$ cat src/rtl/binary_to_decimal_ascii_line_top_macros.svh
// Assertion macros used by the converter's top-level RTL file.
`ifndef BINARY_TO_DECIMAL_ASCII_LINE_TOP_MACROS_SVH
`define BINARY_TO_DECIMAL_ASCII_LINE_TOP_MACROS_SVH

// Same-cycle implication, checked on every rising clock edge out of reset.
`define B2DA_ASSERT_NOW(label, ante, cons, msg) \
  label: assert property (@(posedge clk) disable iff (!rst_n) (ante) |-> (cons)) \
    else $error(msg);

// Next-cycle implication.
`define B2DA_ASSERT_NEXT(label, ante, cons, msg) \
  label: assert property (@(posedge clk) disable iff (!rst_n) (ante) |=> (cons)) \
    else $error(msg);

`endif

$ cat src/rtl/b2da_pkg.sv
// Shared types, constants and helpers of the binary to decimal ASCII converter.
`default_nettype none

package b2da_pkg;

  localparam int unsigned NUM_W       = 32;
  localparam int unsigned DIGITS      = 10;
  localparam int unsigned BCD_W       = 4 * DIGITS;
  localparam int unsigned DIG_IDX_W   = $clog2(DIGITS);
  localparam int unsigned STAGE_STEPS = 8;

  localparam logic [7:0] CHR_ZERO = 8'd48;
  localparam logic [7:0] CHR_CR   = 8'd13;
  localparam logic [7:0] CHR_LF   = 8'd10;

  // Payload carried through the shift-and-add-3 pipeline
  typedef struct packed {
    logic [BCD_W-1:0] bcd;
    logic [NUM_W-1:0] bin;
  } dab_t;

  typedef enum logic [1:0] {
    S_IDLE,
    S_DIGIT,
    S_CR,
    S_LF
  } ser_state_t;

  // Index of the most significant non-zero digit; zero when all digits are zero
  function automatic logic [DIG_IDX_W-1:0] top_digit(input logic [BCD_W-1:0] bcd);
    logic [DIG_IDX_W-1:0] r;
    r = '0;
    for (int d = 0; d < DIGITS; d++) begin
      if (bcd[d*4 +: 4] != 4'd0) begin
        r = DIG_IDX_W'(d);
      end
    end
    return r;
  endfunction

endpackage

`default_nettype wire

$ cat src/rtl/b2da_dabble.sv
// One registered stage of the double-dabble binary to BCD pipeline.
`default_nettype none

module b2da_dabble #(
  parameter int unsigned STEPS = b2da_pkg::STAGE_STEPS
) (
  input  logic           clk,
  input  logic           rst_n,
  input  logic           in_valid,
  output logic           in_ready,
  input  b2da_pkg::dab_t in_data,
  output logic           out_valid,
  input  logic           out_ready,
  output b2da_pkg::dab_t out_data
);
  import b2da_pkg::*;

  logic valid_r, valid_nxt;
  dab_t data_r, data_nxt;

  always_comb begin : dab_steps
    logic [BCD_W-1:0] bcd;
    logic [NUM_W-1:0] bin;
    bcd = in_data.bcd;
    bin = in_data.bin;
    for (int s = 0; s < STEPS; s++) begin
      // add 3 to every digit of five or more, then shift one binary bit in
      for (int d = 0; d < DIGITS; d++) begin
        if (bcd[d*4 +: 4] >= 4'd5) begin
          bcd[d*4 +: 4] = bcd[d*4 +: 4] + 4'd3;
        end
      end
      {bcd, bin} = {bcd[BCD_W-2:0], bin, 1'b0};
    end
    data_nxt.bcd = bcd;
    data_nxt.bin = bin;
  end

  assign in_ready  = !valid_r || out_ready;
  assign valid_nxt = in_ready ? in_valid : valid_r;
  assign out_valid = valid_r;
  assign out_data  = data_r;

  always_ff @(posedge clk) begin
    if (!rst_n) begin
      valid_r <= 1'b0;
    end else begin
      valid_r <= valid_nxt;
    end
  end

  always_ff @(posedge clk) begin
    if (in_valid && in_ready) begin
      data_r <= data_nxt;
    end
  end

endmodule

`default_nettype wire

$ cat src/rtl/b2da_ser.sv
// Serialiser: turns one BCD word into digit beats followed by CR and LF.
`default_nettype none

module b2da_ser (
  input  logic                       clk,
  input  logic                       rst_n,
  input  logic                       in_valid,
  output logic                       in_ready,
  input  logic [b2da_pkg::BCD_W-1:0] in_bcd,
  output logic                       out_tvalid,
  input  logic                       out_tready,
  output logic [7:0]                 out_tdata,
  output logic                       out_tlast
);
  import b2da_pkg::*;

  ser_state_t           state_r, state_nxt;
  logic [BCD_W-1:0]     bcd_r, bcd_nxt;
  logic [DIG_IDX_W-1:0] idx_r, idx_nxt;
  logic [3:0]           digit;
  logic                 take;

  assign take  = in_valid && in_ready;
  assign digit = bcd_r[{idx_r, 2'b00} +: 4];

  // next state
  always_comb begin
    state_nxt = state_r;
    bcd_nxt   = bcd_r;
    idx_nxt   = idx_r;
    case (state_r)
      S_IDLE: begin
        if (in_valid) begin
          state_nxt = S_DIGIT;
        end
      end
      S_DIGIT: begin
        if (out_tready) begin
          if (idx_r == '0) begin
            state_nxt = S_CR;
          end else begin
            idx_nxt = idx_r - 1'b1;
          end
        end
      end
      S_CR: begin
        if (out_tready) begin
          state_nxt = S_LF;
        end
      end
      S_LF: begin
        if (out_tready) begin
          state_nxt = in_valid ? S_DIGIT : S_IDLE;
        end
      end
      default: begin
        state_nxt = S_IDLE;
      end
    endcase
    if (take) begin
      bcd_nxt = in_bcd;
      idx_nxt = top_digit(in_bcd);
    end
  end

  // outputs
  always_comb begin
    in_ready   = 1'b0;
    out_tvalid = 1'b0;
    out_tdata  = CHR_LF;
    out_tlast  = 1'b0;
    case (state_r)
      S_IDLE: begin
        in_ready = 1'b1;
      end
      S_DIGIT: begin
        out_tvalid = 1'b1;
        out_tdata  = CHR_ZERO + {4'b0000, digit};
      end
      S_CR: begin
        out_tvalid = 1'b1;
        out_tdata  = CHR_CR;
      end
      S_LF: begin
        out_tvalid = 1'b1;
        out_tlast  = 1'b1;
        in_ready   = out_tready;
      end
      default: begin
        in_ready = 1'b0;
      end
    endcase
  end

  always_ff @(posedge clk) begin
    if (!rst_n) begin
      state_r <= S_IDLE;
    end else begin
      state_r <= state_nxt;
    end
  end

  always_ff @(posedge clk) begin
    bcd_r <= bcd_nxt;
    idx_r <= idx_nxt;
  end

endmodule

`default_nettype wire

$ cat src/rtl/binary_to_decimal_ascii_line_top.sv
// Binary to decimal ASCII line converter. Each input beat carries an unsigned
// 32-bit number; the block answers with its decimal digits as ASCII, most
// significant first and without leading zeros, then CR and LF, tlast on the LF.
// Zero prints as "0". Conversion runs in a double-dabble pipeline of
// 32 / STAGE_STEPS register stages (four by default), which takes a new number
// every cycle while the serialiser is free. The serialiser sends one byte per
// cycle while out_tready is high, the digits and then CR and LF; it sets the
// sustained rate, and the pipeline buffers further numbers meanwhile.
`default_nettype none
`include "binary_to_decimal_ascii_line_top_macros.svh"

module binary_to_decimal_ascii_line_top #(
  parameter int unsigned STAGE_STEPS = b2da_pkg::STAGE_STEPS
) (
  input  logic        clk,
  input  logic        rst_n,
  input  logic        in_tvalid,
  output logic        in_tready,
  input  logic [31:0] in_tdata,   // [31:0] number
  output logic        out_tvalid,
  input  logic        out_tready,
  output logic [7:0]  out_tdata,  // [7:0] ascii_byte
  output logic        out_tlast
);
  import b2da_pkg::*;

  localparam int unsigned N_ST = NUM_W / STAGE_STEPS;

  logic st_valid [0:N_ST];
  logic st_ready [0:N_ST];
  dab_t st_data  [0:N_ST];

  assign st_valid[0] = in_tvalid;
  assign st_data[0]  = '{bcd: '0, bin: in_tdata[NUM_W-1:0]};
  assign in_tready   = st_ready[0];

  for (genvar g = 0; g < N_ST; g++) begin : g_stage
    b2da_dabble #(
      .STEPS(STAGE_STEPS)
    ) u_dabble (
      .clk      (clk),
      .rst_n    (rst_n),
      .in_valid (st_valid[g]),
      .in_ready (st_ready[g]),
      .in_data  (st_data[g]),
      .out_valid(st_valid[g+1]),
      .out_ready(st_ready[g+1]),
      .out_data (st_data[g+1])
    );
  end

  b2da_ser u_ser (
    .clk       (clk),
    .rst_n     (rst_n),
    .in_valid  (st_valid[N_ST]),
    .in_ready  (st_ready[N_ST]),
    .in_bcd    (st_data[N_ST].bcd),
    .out_tvalid(out_tvalid),
    .out_tready(out_tready),
    .out_tdata (out_tdata),
    .out_tlast (out_tlast)
  );

  `B2DA_ASSERT_NOW(a_last_is_lf, out_tvalid && out_tlast, out_tdata == CHR_LF, "tlast on a byte other than LF")
  `B2DA_ASSERT_NEXT(a_cr_then_lf, out_tvalid && out_tready && out_tdata == CHR_CR, out_tvalid && out_tlast, "CR beat not followed by LF")
  `B2DA_ASSERT_NOW(a_digit_no_last, out_tvalid && out_tdata >= CHR_ZERO, !out_tlast, "tlast on a digit beat")

endmodule

`default_nettype wire
$ cat config.mk
export PLATFORM = sky130hd
export DESIGN_NAME = binary_to_decimal_ascii_line_top
export DESIGN_NICKNAME = d
export VERILOG_FILES = /design/src/rtl/b2da_pkg.sv /design/src/rtl/b2da_dabble.sv /design/src/rtl/b2da_ser.sv /design/src/rtl/binary_to_decimal_ascii_line_top.sv
export VERILOG_INCLUDE_DIRS = /design/src /design/src/rtl
export SDC_FILE = /design/constraint.sdc
export NUM_CORES = 1
export LEC_CHECK = 0
export ABC_CLOCK_PERIOD_IN_PS = 8000
export BUFFER_PORTS_ARGS = -buffer_cell sky130_fd_sc_hd__buf_2
export CORE_MARGIN = 2
export CORE_UTILIZATION = 62
export DETAILED_ROUTE_END_ITERATION = 10
export PLACE_DENSITY = 0.76
export SYNTH_ARGS = -nofsm -noshare
export SYNTH_HDL_FRONTEND = slang
export SYNTH_SLANG_ARGS = --single-unit
$ cat constraint.sdc
create_clock -name clk -period 8 [get_ports clk]
set_input_delay 0 -clock clk [delete_from_list [all_inputs] [get_ports clk]]
set_output_delay 0 -clock clk [all_outputs]
set_load 0.01 [all_outputs]
==> insert_results.sql <==
INSERT INTO impl_metrics (metric_group, metric, value, unit) VALUES
('status', 'outcome', 'completed', ''),
('clock_tree', 'total_cts_buffers', '17', ''),
('synth', 'ys_async_sr_fraction', '0', ''),
('placement', 'numPortBuffers', '44', ''),
('drt', 'met3WireLength', '1.558', 'mm'),
('drt', 'wl_per_cell', '14.33', 'um'),
('critical_path', 'rr_worst_depth', '33', ''),
('clock_tree', 'worst_setup_hold_path_clk_slew', '0.09', 'ns'),
('synth', 'synth_cell_types', '130', ''),
('drt', 'top_layer_in_use', 'met4', ''),
('global_route', 'groute.usage.overall', '0.2397', ''),
('min_path', 'worstHoldPathType', 'input port to flip-flop', ''),
('clock_tree', 'clock_tree_from_tritoncts', 'built', ''),
('critical_path', 'timing.rr.end', 'g_stage[2].u_dabble.out_data[54]$_DFFE_PP_', ''),
('drt', 'vias_post_dr', '22234', ''),
('drt', 'drc', '0', ''),
('floorplanning', 'placement_rows', '73', ''),
('critical_path', 'timing.critical_path.slowest_cell_delay', '0.50', 'ns'),
('sta', 'tightest_slew', '1.399', 'ns'),
('min_path', 'hold_depth', '4', ''),
('cells_and_area', 'fillerInstances', '3178', ''),
('synth', 'number_of_enable_flip_flop_cells_after_synthesis', '194', ''),
('critical_path', 'timing.setup.critical_path_class', 'flip-flop to flip-flop', ''),
('critical_path', 'arrival', '7.55', 'ns'),
('synth', 'netlist.area_leader.share', '0.2340', ''),
('floorplanning', 'io_pins', '47', ''),
('sta', 'grt_setup_unrepaired', 'no', ''),
('critical_path', 'cpMaxStageDelayCell', 'mux2i_1', ''),
('drt', 'ant_nets', '0', ''),
('sta', 'slew-limit-headroom', '0.05754', ''),
('synth', 'syn_area', '0.02490', 'mm^2'),
('sta', 'final_hold_viol_count', '0', ''),
('sta', 'timing.final.setup_violations', '0', ''),
('critical_path', 'timing.reg2reg.setup_slack', '0.68', 'ns'),
('synth', 'synth_sequential_area_ratio', '0.2388', ''),
('floorplanning', 'die-area', '0.04178', 'mm^2'),
('floorplanning', 'floorplan.die.width', '204.4', 'um'),
('drt', 'drtIter0Drc', '1297', ''),
('global_route', 'antenna_found_initial', '0', ''),
('synth', 'post_synth_inst_count', '2996', ''),
('sta', 'shortest_period_the_worst_path_allows', '7.318', 'ns'),
('critical_path', 'critical_path.startpoint', 'g_stage[1].u_dabble.out_data[44]$_DFFE_PP_', ''),
('critical_path', 'critical-path-top-delay-family', 'compound AO/OA/AOI/OAI gates', ''),
('synth', 'post_synthesis_register_bit_count', '200', ''),
('drt', 'drtPass1Iterations', '5', ''),
('critical_path', 'critical_path.reg2reg.startpoint', 'g_stage[1].u_dabble.out_data[44]$_DFFE_PP_', ''),
('critical_path', 'path_max_fanout', '12', ''),
('global_route', 'grt_pass1_wl', '87.48', 'mm'),
('critical_path', 'critical_path.most_common_cell', 'ha_1', ''),
('critical_path', 'endpoint_kind', 'flip-flop', ''),
('min_path', 'worstHoldStart', 'in_tdata[31]', ''),
('sta', 'finalCritPeriodShare', '0.9147', ''),
('floorplanning', 'placeableCoreArea', '0.03964', 'mm^2'),
('min_path', 'worstHoldEndpoint', 'g_stage[0].u_dabble.out_data[41]$_SDFFCE_PP0P_', ''),
('synth', 'synth_top_area_cell', 'edfxtp_1', ''),
('synth', 'ys_top_cells_by_area', 'edfxtp_1 23%, ha_1 7.3%, a21oi_1 4.4%, mux2i_1 3.9%, o21ai_0 3.8%', ''),
('critical_path', 'cp.required', '8.23', 'ns'),
('critical_path', 'worst_setup_path_start_kind', 'flip-flop', ''),
('clock_tree', 'cts-htree-levels', '4', ''),
('sta', 'timing.fmax', '136.7', 'MHz'),
('drt', 'met2WireLength', '25.06', 'mm'),
('cells_and_area', 'syn_to_final_growth', '6.257', '%'),
('cells_and_area', 'num-nets-final', '3196', ''),
('synth', 'ys_top_cells_by_count', '243 x nor2_1, 240 x nand2_1, 218 x a21oi_1, 206 x inv_1, 194 x edfxtp_1', ''),
('clock_tree', 'cts_repair_resize_count', '0', ''),
('placement', 'weighted_congestion_reported_at_the_end_of_routability_driven_placement', '0.8516', ''),
('global_route', 'grt_remaining_overflow', '0', ''),
('sta', 'drv_slew', '0', ''),
('synth', 'post_synth_top_flop', 'edfxtp_1', ''),
('placement', 'dp_hpwl', '38.26', 'mm'),
('clock_tree', 'cts.sink_count', '200', '');
layout by cell type, fill, tap and decap left out, types with 16 or more instances in the layout:
master | Yosys | final
a211oi_1 | 49 | 49
a21o_1 | 38 | 38
a21oi_1 | 218 | 217
a21oi_2 | 21 | 21
a31o_2 | 23 | 23
a31oi_1 | 42 | 42
and2_1 | 33 | 32
and3_1 | 22 | 22
buf_2 | 15 | 44
clkbuf_16 | 0 | 17
dlygate4sd3_1 | 0 | 29
edfxtp_1 | 194 | 194
ha_1 | 146 | 146
inv_1 | 206 | 206
inv_2 | 19 | 19
mux2_2 | 52 | 52
mux2i_1 | 97 | 97
nand2_1 | 240 | 240
nand2b_1 | 69 | 69
nand3_1 | 67 | 67
nor2_1 | 243 | 243
nor2b_1 | 42 | 40
nor3_1 | 64 | 64
nor3b_1 | 21 | 21
nor4_1 | 16 | 16
o211a_1 | 16 | 16
o211ai_1 | 59 | 59
o21a_1 | 41 | 41
o21ai_0 | 190 | 190
o21ai_1 | 57 | 57
o21bai_1 | 21 | 21
o22ai_1 | 30 | 30
or2_2 | 26 | 26
or3_1 | 16 | 16
xnor2_1 | 83 | 83
xnor2_2 | 22 | 22
xor2_1 | 24 | 24
cell type report:
class | instances | area share
timing repair buffer | 80 | 0.02128
tap | 525 | 0.02483
clock inverter | 15 | 0.008986
sequential | 200 | 0.2248
multi-input combinational | 2486 | 0.6714
inverter | 229 | 0.03268
clock buffer | 17 | 0.01608
worst reg2reg max path: cells and delay by family, from the launching register on:
| family | cells | cell delay (ns) |
|---|---|---|
| AO/OA/AOI/OAI | 15 | 3.08 |
| flip-flops | 1 | 0.49 |
| buffers and inverters | 4 | 0.45 |
| multiplexers | 1 | 0.50 |
| XOR/XNOR | 2 | 0.54 |
| adder cells (fa/ha/maj) | 4 | 0.91 |
| AND/OR/NAND/NOR | 7 | 1.13 |
cells by family after synthesis:
kind of cell    Yosys count  synth area share
compound gates         1101            0.3171
xor+xnor                136           0.05865
fa+ha+maj               149           0.07458
buf+inv                 311           0.04950
flops                   200            0.2388
mux                     171           0.07825
other cells               1         0.0001506
simple gates            927            0.1829
what timing repair did:
action	4_1_cts	5_1_grt
hold endpoints to repair	37	0
buffers inserted	0	0
hold buffers	29	0
worst max path at each step:
stage | slack, ns | cells after the start | end
after CTS | 0.69 | 33 | g_stage[2].u_dabble.out_data[54]$_DFFE_PP_
after global routing | 0.05 | 34 | g_stage[2].u_dabble.out_data[54]$_DFFE_PP_
after detailed placement | 0.71 | 33 | g_stage[2].u_dabble.out_data[54]$_DFFE_PP_
after global placement | 0.97 | 35 | g_stage[2].u_dabble.out_data[54]$_DFFE_PP_
final | 0.68 | 33 | g_stage[2].u_dabble.out_data[54]$_DFFE_PP_
after floorplan | 1.72 | 35 | g_stage[2].u_dabble.out_data[54]$_DFFE_PP_
sequential cells by signal (all words and copies together) (netlist names):
signal	count
u_ser.bcd_r	40
u_ser.idx_r	4
g_stage.u_dabble.out_data	150
u_ser.state_r	2
g_stage.u_dabble.out_valid	4
through the flow:
step	cell area, um^2	worst slack [ns]	util	hold slack, ns	std cells
after floorplan	24900	1.718	-	0.09887	2997
after detailed placement	25500	0.7088	0.6433	0.1781	3491
final	26450	0.6824	0.6674	0.09596	3552
after global placement	25500	0.9712	0.6433	0.1768	3491
after CTS	26450	0.6934	0.6674	0.08304	3552
after global routing	26450	0.04902	0.6674	0.1441	3552
routing by layer:
layer | vias to the layer above | global-route usage
met1 | 10399 | 0.3102
li1 | 11326 | -
met3 | 45 | 0.02487
met2 | 464 | 0.4262
met5 | - | 0
met4 | 0 | 0.06211
Power is not shown: default switching activity piles up to over one toggle a cycle in this logic, so the estimate is an artifact.
